### config.mk
export PLATFORM = sky130hd
export DESIGN_NAME = tbs_sqrt_cell
export DESIGN_NICKNAME = d
export VERILOG_FILES = /design/src/rtl/tbs_pkg.sv /design/src/rtl/tbs_sqrt_cell.sv
export SDC_FILE = /design/constraint.sdc
export NUM_CORES = 1
export LEC_CHECK = 0
export BUFFER_PORTS_ARGS = -buffer_cell sky130_fd_sc_hd__buf_2
export CAP_MARGIN = 20
export CORE_UTILIZATION = 45
export CTS_BUF_LIST = sky130_fd_sc_hd__clkbuf_8
export CTS_CLUSTER_DIAMETER = 50
export DETAILED_ROUTE_END_ITERATION = 12
export PLACE_DENSITY = 0.78
export SLEW_MARGIN = 40
export SYNTH_ARGS = -nofsm -noshare
export SYNTH_HDL_FRONTEND = slang
export SYNTH_SLANG_ARGS = --single-unit
export TNS_END_PERCENT = 30
### constraint.sdc
create_clock -name clk -period 2.86 [get_ports clk]
set_input_delay 0.286 -clock clk [delete_from_list [all_inputs] [get_ports clk]]
set_output_delay 0.286 -clock clk [all_outputs]
set_load 0.02 [all_outputs]
### src/rtl/tbs_pkg.sv
`default_nettype none
package tbs_pkg;

  // Coordinate format
  localparam int COORD_FRACTION_BITS = 16;
  localparam int COORD_W = 32;
  localparam int DIFF_W  = COORD_W + 1;
  localparam int SQ_W    = 2 * DIFF_W;

  // Length and unit vector
  localparam int LEN_W     = 34;
  localparam int RAD_W     = 2 * LEN_W;
  localparam int SQ_REM_W  = LEN_W + 2;
  localparam int UNIT_W    = 31;
  localparam int UNIT_FRAC = 30;
  localparam int UNUM_W    = DIFF_W + UNIT_FRAC;
  localparam int OUT_UNIT_W = 32;

  // Stiffness path
  localparam int CFG_W       = 32;
  localparam int EA_W        = 2 * CFG_W;
  localparam int EA_LO_W     = EA_W / 2;
  localparam int MU_W        = 2 * UNIT_W;
  localparam int MU_LO_W     = MU_W / 2;
  localparam int PP_W        = EA_LO_W + MU_W - MU_LO_W;
  localparam int PROD_W      = EA_W + MU_W;
  localparam int STIFF_W     = 64;
  localparam int STIFF_SHIFT = 60 - COORD_FRACTION_BITS;
  localparam int QN_W        = PROD_W - STIFF_SHIFT;
  localparam int QTOP_W      = QN_W - STIFF_W;
  localparam int DIV_W       = STIFF_W;

  // Cell counts
  localparam int SQ_CELLS    = LEN_W;
  localparam int UNIT_CELLS  = UNIT_W;
  localparam int STIFF_CELLS = STIFF_W;

  // Pipeline positions
  localparam int K_IN    = 0;
  localparam int K_ABS   = 1;
  localparam int K_SQR   = 2;
  localparam int K_SQ0   = 3;
  localparam int K_LEN   = K_SQ0 + SQ_CELLS;
  localparam int K_UNIT  = K_LEN + 1 + UNIT_CELLS;
  localparam int K_MU    = K_UNIT + 1;
  localparam int K_STIFF = K_MU + 3 + STIFF_CELLS + 1;
  localparam int K_OUT   = K_STIFF + 1;

  // Stream widths
  localparam int IN_DATA_W  = 4 * COORD_W;
  localparam int OUT_FIELD_W = LEN_W + 2 * OUT_UNIT_W + 3 * STIFF_W;
  localparam int OUT_DATA_W = ((OUT_FIELD_W + 7) / 8) * 8;
  localparam int OUT_PAD_W  = OUT_DATA_W - OUT_FIELD_W;
  localparam int OUT_USER_W = 2;

  // Register indexes
  localparam int CFG_IDX_W = 1;
  localparam logic [CFG_IDX_W-1:0] CFG_MODULUS = 1'b0;
  localparam logic [CFG_IDX_W-1:0] CFG_AREA    = 1'b1;

  typedef struct packed {
    logic [SQ_REM_W-1:0] rem;
    logic [LEN_W-1:0]    root;
    logic [RAD_W-1:0]    rad;
  } sqrt_t;

  typedef struct packed {
    logic [LEN_W-1:0] rem;
    logic [LEN_W-1:0] dvs;
    logic [DIV_W-1:0] num;
    logic [DIV_W-1:0] quo;
  } div_t;

  typedef struct packed {
    logic signed [DIFF_W-1:0] dx;
    logic signed [DIFF_W-1:0] dy;
    logic [DIFF_W-1:0]        ax;
    logic [DIFF_W-1:0]        ay;
    logic                     sx;
    logic                     sy;
    logic                     zero;
    logic [LEN_W-1:0]         len;
    logic [UNIT_W-1:0]        cm;
    logic [UNIT_W-1:0]        sm;
  } side_t;

endpackage
`default_nettype wire

### src/rtl/tbs_sqrt_cell.sv
`default_nettype none
module tbs_sqrt_cell (
  input  wire logic          clk,
  input  wire logic          en,
  input  tbs_pkg::sqrt_t     din,
  output tbs_pkg::sqrt_t     dout
);
  import tbs_pkg::*;

  logic [SQ_REM_W+1:0] acc;
  logic [SQ_REM_W+1:0] trial;
  logic                fit;

  // one root bit: bring down two radicand bits, try root*4+1
  always_comb begin
    acc   = {din.rem, din.rad[RAD_W-1 -: 2]};
    trial = {{(SQ_REM_W-LEN_W){1'b0}}, din.root, 2'b01};
    fit   = (acc >= trial);
  end

  always_ff @(posedge clk) begin
    if (en) begin
      dout.rem  <= fit ? SQ_REM_W'(acc - trial) : SQ_REM_W'(acc);
      dout.root <= {din.root[LEN_W-2:0], fit};
      dout.rad  <= din.rad << 2;
    end
  end

endmodule
`default_nettype wire

==> results of run 1 <==
==> what timing repair did <==
| item | CTS | global route |
|---|---|---|
| hold buffers | 37 | 42 |
| setup endpoints to repair | 0 | 0 |
| hold endpoints to repair | 37 | 42 |
==> cell type report <==
type,count,area (µm²)
clock inverters,15,129
flip-flops and latches,136,4080
repair buffers,416,2660
diodes,3,7.51
clock buffers,17,234
multi-input cells,344,2350
well taps,184,230
fillers,1069,4670
inverters,44,165
==> cells by family (layout without fill, tap and decap cells) <==
logic type | count (synthesis) | in the layout | share of synthesized area, %
and+or+nand+nor | 125 | 125 | 8.48
other | 1 | 5 | 0.0560
buffers and inverters | 60 | 492 | 4.28
AOI/OAI and AO/OA | 147 | 147 | 15.0
DFF | 136 | 136 | 61.0
xor gates and xnor gates | 30 | 30 | 3.92
muxes | 4 | 4 | 0.635
adders and majority gates | 36 | 36 | 6.72
==> routing by layer <==
metal / vias up / GRT usage, % / wire length, µm
met4: 0 / 10.9 / 873
met3: 51 / 8.88 / 2130
met5: - / 0 / 0
li1: 2852 / - / -
met1: 2833 / 27.9 / 7800
met2: 315 / 43.4 / 10500
==> worst paths after layout <==
| kind | from | slack, ns | cells past startpoint | end |
|---|---|---|---|---|
| worst min-delay path | din[99] | 0.02 | 1 | dout[100] |
| worst max-delay path | din[98] | 0.17 | 13 | dout[124] |
==> critical path, stage by stage <==
cell	delay [ns]
dlygate4sd3_1	0.52
buf_2	0.11
inv_1	0.04
ha_1	0.37
and2_1	0.19
and3_1	0.23
nand3_1	0.08
o21ai_0	0.16
buf_4	0.15
a211oi_4	0.04
buf_4	0.19
buf_12	0.16
o41ai_1	0.39
==> stage by stage <==
step | cell area (µm²) | instances | hold WS, ns | worst slack (ns) | util [%]
4_1_cts | 9440 | 1114 | 0.000299 | 0.284 | 64.9
3_3_place_gp | 8700 | 1045 | 0.462 | -0.0760 | 59.9
5_1_grt | 9860 | 1158 | -0.00486 | 0.0282 | 67.8
6_report | 9860 | 1159 | 0.0206 | 0.171 | 67.9
2_1_floorplan | 6730 | 540 | 0.385 | 0.00516 | -
3_5_place_dp | 8700 | 1045 | 0.465 | -0.182 | 59.9
==> cell usage in the layout (no fill, tap or decap), drive strengths merged, types with 3 or more instances in the layout <==
master	Yosys	routed
a2111oi	3	3
a211oi	3	3
a21o	14	14
a21oi	38	38
a31oi	7	7
and3	3	3
buf	10	337
clkbuf	6	17
clkinv	0	7
diode	0	3
dlygate4sd3	0	79
edfxtp	136	136
ha	36	36
inv	44	50
nand2	57	57
nand2b	4	4
nand3	9	9
nand4	6	6
nor2	23	23
nor2b	8	8
nor3	6	6
o211ai	3	3
o21a	5	5
o21ai	51	51
o21bai	4	4
xnor2	17	17
xor2	13	13
==> power groups by stage <==
stage	Sequential, mW	Combinational, mW	Clock [mW]
after global routing	2.51	1.57	1.62
after detailed placement	2.53	1.35	0
final	2.49	1.46	1.50
after global placement	2.52	1.32	0
after CTS	2.49	1.39	1.51
after floorplan	2.80	0.518	0
==> results.ini, run 1 <==
[outcome]
status=finished, final reports clean

[route]
drt_iter0_markers=489
dr_total_vias=6051
drt-pass1-iter-count=5
routed_wl_um=21300
ant_nets=0
via_per_inst=5.22
drc=0
wl_per_cell_um=18.4

[timing]
tightest_slew_ns=0.603
rsz0062_at_grt=no
fin_crit_sh_pct=94.0
setup_viol=0
fin_tns_setup_ns=0
fmax_ghz=0.372
report.final.slew_viol_count=0
max_slew_margin_pct=59.8
period_minus_slack_ns=2.69
hold_viol=0

[clocking]
clk_path_buf_depth=2
clk_pin_slew_ns=0.08
cts_root_buffer=clkbuf_8
cts_buffers=17
cts_sinks=136
post_cts_resize_count=0
h-tree-depth=4
cts_tree=built
cts_setup_buffers=0

[synth]
synth_top_area_cell=edfxtp_1
netlist-cell-type-count=56
ys_ff_latch=136
avgSynthCellArea_um2=12.4
synthMostInstantiatedCell=edfxtp_1
yosys-top-cells-area=edfxtp_1 (61%), ha_1 (6.7%), nand2_1 (3.2%)
synth_edf_count=136
yosys-top-cells-count=edfxtp_1 (136), nand2_1 (57), inv_1 (44)
async_flop_share_pct=0
synth_area_um2=6700
synth_top_cell_area_share_pct=61.0
synth-seq-area-share_pct=61.0
synthCells=539
synth_warnings=0
ys.flop_type=edfxtp_1

[final_layout]
nets=1135
largest_reg_flops=136
reg_top3=dout: 136 flops
areaGrowthSynthToFinish_pct=47.2
regMostFlops=dout
layout-drive-gt1-share_pct=40.6

[critical_path]
crit_fanout=22
crit_path_end_kind=flip-flop
critPathArrivalTime_ns=2.93
critPathRequiredTime_ns=3.10
crit_type=in -> reg
critical_path.startpoint_type=primary input

[grt]
grt_antenna_before_repair=3
grt-ovfl-total=0
grt_start_max_net_pins=64
grt_pass1_vias=5700
grt_use_total_pct=25.1
grt_pass1_wl_um=28300

[floorplan]
start_util_pct=46.1
io_pins=278
num_rows=44
die_y_um=124
dieArea_um2=15400
core_um2=14500
die_width_um=124

[pwr]
p_leak_nw=4.42
ir_drop_mv=0.290
power_frac_comb_pct=26.8
pwr-share-clk_pct=27.5
p_int_mw=3.74
switching_share_pct=31.5
total_power_mw=5.46
powerDensity_nw_per_um2=553
sequentialPowerShare_pct=45.7
switching_power_mw=1.72

[flow_run]
cap_violations=0

[place]
port_buffers=275
place_hpwl_um=14900
gp_congestion=0.880

[min_path]
min_path_type=in -> reg

Power figures use the tool's default switching activity.
==> run 2, diff against run 1 <==
CAP_MARGIN = default   (was 20)
CORE_ASPECT_RATIO = 0.5   (was default)
CORE_MARGIN = 2   (was default)
==> run 2 against run 1 <==
  * Cell area down 3.6%
  * Clock-buffer cell count unchanged
  * Power up 2.1%
  * Setup slack worse by 0.020 ns
  * Routed wire length down 15%
  * Critical endpoint is now dout[134]
  * Largest power group unchanged
  * Non-clock buffer count down 45
  * Combinational power down 5%
==> results.ini, run 2 (same netlist as run 1, synthesis figures left out) <==
[critical_path]
crit_type=in -> reg  ; unchanged
critPathRequiredTime_ns=3.04  ; was 3.10 ns
path_cells=buf_2 > inv_1 > ha_1 > a2111oi_0 > o21ai_0 > a31oi_1 > o221ai_1 > a31o_4 > a211oi_4 > buf_12 > mux2i_1 > o311ai_1  ; was dlygate4sd3_1 > buf_2 > inv_1 > ha_1 > and2_1 > and3_1 > nand3_1 > o21ai_0 > buf_4 > a211oi_4 > buf_4 > buf_12 > o41ai_1
crit_slowest_cell=a2111oi_0  ; was dlygate4sd3_1
critical_path.startpoint_type=primary input  ; unchanged
crit_path_end_kind=flip-flop  ; unchanged
critPathArrivalTime_ns=2.89  ; was 2.93 ns
slowest_delay_ns=0.49  ; was 0.52 ns
crit_fanout=16  ; was 22

[final_layout]
largest_reg_flops=136  ; unchanged
layout-drive-gt1-share_pct=41.7  ; was 40.6%
regMostFlops=dout  ; unchanged
areaGrowthSynthToFinish_pct=41.9  ; was 47.2%
antenna-diode-count=0  ; was 3
reg_top3=dout: 136 flops  ; unchanged
final_cell_mix=buf_2 (274), edfxtp_1 (136), nand2_1 (57)  ; was buf_2 (274), edfxtp_1 (136), dlygate4sd3_1 (79)
nets=1090  ; was 1,135
final_common_cell=buf_2  ; unchanged
fin_cells=1124  ; was 1,159

[route]
drc=0  ; unchanged
drt-pass1-iter-count=7  ; was 5
dr_total_vias=5693  ; was 6,051
routed_wl_um=18200  ; was 21,300 µm
drt_iter0_markers=345  ; was 489
wl_per_cell_um=16.2  ; was 18.4 µm
via_per_inst=5.06  ; was 5.22
ant_nets=0  ; unchanged

[clocking]
clk_pin_slew_ns=0.08  ; about the same
clk_path_buf_depth=2  ; unchanged
post_cts_resize_count=0  ; unchanged
cts_setup_buffers=0  ; unchanged
cts_sinks=136  ; unchanged
h-tree-depth=4  ; unchanged
cts_root_buffer=clkbuf_8  ; unchanged
cts_tree=built  ; unchanged
cts_hold_repair.buffers=29  ; was 37
cts_buffers=17  ; unchanged

[pwr]
p_leak_nw=4.24  ; was 4.42 nW
powerDensity_nw_per_um2=586  ; was 553 nW/µm²
ir_drop_mv=0.362  ; was 0.290 mV
total_power_mw=5.57  ; was 5.46 mW

[min_path]
min_path_type=in -> reg  ; unchanged

[timing]
setup_viol=0  ; unchanged
fmax_ghz=0.369  ; was 0.372 GHz
fin_crit_sh_pct=94.7  ; was 94.0%
rsz0062_at_grt=no  ; unchanged
period_minus_slack_ns=2.71  ; was 2.69 ns
whs_ns=0.0216  ; was 0.0206 ns
report.final.slew_viol_count=0  ; unchanged
hold_viol=0  ; unchanged

[place]
place_hpwl_um=13400  ; was 14,900 µm
dp.cells=1048  ; was 1,045
gp_congestion=0.932  ; was 0.880
port_buffers=275  ; unchanged

[grt]
grt-ovfl-total=0  ; unchanged
grt_pass1_wl_um=27500  ; was 28,300 µm
grt_start_max_net_pins=63  ; was 64
grt_antenna_before_repair=1  ; was 3
grt_pass1_vias=5421  ; was 5,700
grt_use_total_pct=22.1  ; was 25.1%

[floorplan]
num_rows=31  ; was 44
dieArea_um2=15900  ; was 15,400 µm²
io_pins=278  ; unchanged
die_y_um=90.3  ; was 124 µm
core_um2=14500  ; about the same
start_util_pct=46.2  ; was 46.1%
die_width_um=177  ; was 124 µm

[flow_run]
cap_violations=0  ; unchanged

[outcome]
status=finished, final reports clean  ; unchanged

-- run 2: critical path: cells and delay by family --
family                     cells  cell delay, ns
AOI/OAI and AO/OA              7            1.73
buffers and inverters          3            0.33
adders and majority gates      1            0.30
muxes                          1            0.24
-- run 2: worst paths after layout --
path / startpoint / to / slack [ns] / cells past startpoint
worst min-delay path: din[13] / dout[15] / 0.02 / 1
worst max-delay path: din[91] / dout[134] / 0.15 / 12
-- run 2: cell type report --
class                           instances  area, µm²
Clock buffer                           17        234
Inverter                               44        165
Clock inverter                         14        185
Multi-Input combinational cell        344       2350
Fill cell                            1161       5000
Tap cell                              198        248
Timing Repair Buffer                  371       2240
Sequential cell                       136       4080
-- run 2: per-stage QoR --
stage | setup WS [ns] | util (%) | setup TNS (ns) | instance area (µm²)
after floorplan | 0.00516 | - | 0 | 6730
after global placement | -0.0551 | 59.5 | -0.672 | 8640
after detailed placement | -0.114 | 59.5 | -1.83 | 8640
after CTS | 0.199 | 64.4 | 0 | 9350
after global routing | 0.0992 | 65.5 | 0 | 9510
final | 0.151 | 65.5 | 0 | 9510
-- run 2: where the power goes --
| part | internal, mW | leakage [nW] | switching, mW |
|---|---|---|---|
| combinational | 0.566 | 2.71 | 0.811 |
| sequential | 2.43 | 1.33 | 0.0509 |
| clock | 0.881 | 0.209 | 0.829 |
-- run 2: routing by layer --
metal / vias up / wire length, µm / GRT usage, %
met5: - / 20 / 0
met4: 2 / 248 / 7.16
met3: 24 / 1360 / 5.18
met2: 235 / 9030 / 37.7
met1: 2688 / 7560 / 27.9
li1: 2744 / - / -
==> run 3, diff against run 2 <==
CORE_UTILIZATION = 44   (was 45)
CTS_BUF_LIST = sky130_fd_sc_hd__clkbuf_16   (was sky130_fd_sc_hd__clkbuf_8)
PLACE_DENSITY = 0.76   (was 0.78)
==> run 3 against run 2 <==
  * Combinational power down 4%
  * Clock power up 42%
  * Routed wire length up 0.92%
  * Core utilization down 2.1 points
  * Maximum frequency up 6.0%
  * Sequential cell count unchanged
  * Cell area down 2.2%
  * Non-clock buffer count down 40
  * Via count down 1.8%
  * Sequential power about the same
  * Critical path depth down 1
  * Die area up 2.2%
  * Critical endpoint is now dout[137]
  * Largest power group unchanged
  * Highest routed layer is now met4
==> results.ini, run 3 (same netlist as run 1, synthesis figures left out) <==
[place]
post-place-ws_ns=-0.0844  ; was -0.114 ns
place_hpwl_um=14000  ; was 13,400 µm
gp_congestion=0.914  ; was 0.932
dp.cells=1053  ; was 1,048
port_buffers=275  ; unchanged
dpl_cell_area_um2=8660  ; was 8640 µm²

[floorplan]
io_pins=278  ; unchanged
core_um2=14700  ; was 14,500 µm²
dieArea_um2=16300  ; was 15,900 µm²
die_y_um=91.3  ; was 90.3 µm
start_util_pct=45.7  ; was 46.2%
num_rows=31  ; unchanged
die_width_um=179  ; was 177 µm

[pwr]
p_leak_nw=4.18  ; was 4.24 nW
total_power_mw=6.25  ; was 5.57 mW
powerDensity_nw_per_um2=672  ; was 586 nW/µm²
ir_drop_mv=0.367  ; was 0.362 mV

[grt]
grt_start_max_net_pins=48  ; was 63
grt_pass1_wl_um=27900  ; was 27,500 µm
grt_pass1_vias=5525  ; was 5,421
grt-ovfl-total=0  ; unchanged
grt_antenna_before_repair=1  ; unchanged
grt_use_total_pct=22.1  ; about the same

[final_layout]
reg_top3=dout: 136 flops  ; unchanged
final_cell_mix=buf_2 (274), edfxtp_1 (136), nand2_1 (57)  ; unchanged
largest_reg_flops=136  ; unchanged
areaGrowthSynthToFinish_pct=38.8  ; was 41.9%
layout-drive-gt1-share_pct=44.1  ; was 41.7%
final_common_cell=buf_2  ; unchanged
utilization_pct=63.4  ; was 65.5%
fin_area_um2=9300  ; was 9510 µm²
nets=1050  ; was 1,090
regMostFlops=dout  ; unchanged
fin_cells=1085  ; was 1,124

[route]
routed_wl_um=18400  ; was 18,200 µm
via_per_inst=5.15  ; was 5.06
drt-pass1-iter-count=6  ; was 7
drc=0  ; unchanged
wl_per_cell_um=17.0  ; was 16.2 µm
drt_iter0_markers=428  ; was 345
ant_nets=0  ; unchanged
dr_total_vias=5588  ; was 5,693

[critical_path]
critPathRequiredTime_ns=3.03  ; was 3.04 ns
crit_slowest_cell=or4_1  ; was a2111oi_0
crit_fanout=4  ; was 16
critPathArrivalTime_ns=2.73  ; was 2.89 ns
path_cells=buf_2 > inv_1 > ha_1 > a21o_1 > or3_1 > o21a_1 > a31o_1 > a31oi_1 > a21oi_1 > or4_1 > a32o_1  ; was buf_2 > inv_1 > ha_1 > a2111oi_0 > o21ai_0 > a31oi_1 > o221ai_1 > a31o_4 > a211oi_4 > buf_12 > mux2i_1 > o311ai_1
critical_path.startpoint_type=primary input  ; unchanged
crit_path_end_kind=flip-flop  ; unchanged
slowest_delay_ns=0.48  ; was 0.49 ns
crit_type=in -> reg  ; unchanged

[timing]
fin_tns_setup_ns=0  ; unchanged
report.final.slew_viol_count=0  ; unchanged
hold_viol=0  ; unchanged
period_minus_slack_ns=2.56  ; was 2.71 ns
fmax_ghz=0.391  ; was 0.369 GHz
setup_slack_ns=0.305  ; was 0.151 ns
whs_ns=0.0353  ; was 0.0216 ns
setup_viol=0  ; unchanged
rsz0062_at_grt=no  ; unchanged
fin_crit_sh_pct=89.3  ; was 94.7%

[clocking]
h-tree-depth=4  ; unchanged
cts_buffers=17  ; unchanged
cts_setup_buffers=0  ; unchanged
clk_pin_slew_ns=0.07  ; was 0.08 ns
cts_hold_repair.buffers=0  ; was 29
post_cts_resize_count=0  ; unchanged
clk_path_buf_depth=2  ; unchanged
cts_sinks=136  ; unchanged
cts_root_buffer=clkbuf_16  ; was clkbuf_8
cts_tree=built  ; unchanged

[flow_run]
cap_violations=0  ; unchanged

[outcome]
status=finished, final reports clean  ; unchanged

[min_path]
min_path_type=in -> reg  ; unchanged

## run 3: worst max-delay path, delay by kind of cell
kind / cells / cell delay (ns)
buffers and inverters: 2 / 0.13
adders and majority gates: 1 / 0.32
AOI/OAI and AO/OA: 6 / 1.20
and+or+nand+nor: 2 / 0.79
## run 3: path summary, 6_finish.rpt
path | depth (start not counted) | slack [ns] | startpoint | to
worst max-delay path | 11 | 0.30 | din[70] | dout[137]
worst min-delay path | 1 | 0.04 | din[57] | dout[59]
## run 3: power breakdown
group          internal (mW)  switching (mW)
registers               2.44          0.0504
clock network           1.49           0.939
logic                  0.530           0.803
## run 3: routing by layer
metal | global-route usage [%] | vias to the layer above | routed length (µm)
met5 | 0 | - | 0
met4 | 7.45 | 0 | 265
met2 | 37.3 | 210 | 9050
li1 | - | 2676 | -
met1 | 28.0 | 2673 | 7830
met3 | 4.94 | 29 | 1240
## run 3: layout make-up
class / count / area (µm²)
multi-input cells: 344 / 2350
clock buffers: 17 / 425
inverters: 44 / 165
diodes: 1 / 2.50
clock inverters: 14 / 211
well taps: 198 / 248
flip-flops and latches: 136 / 4080
fillers: 1199 / 5360
repair buffers: 331 / 1820
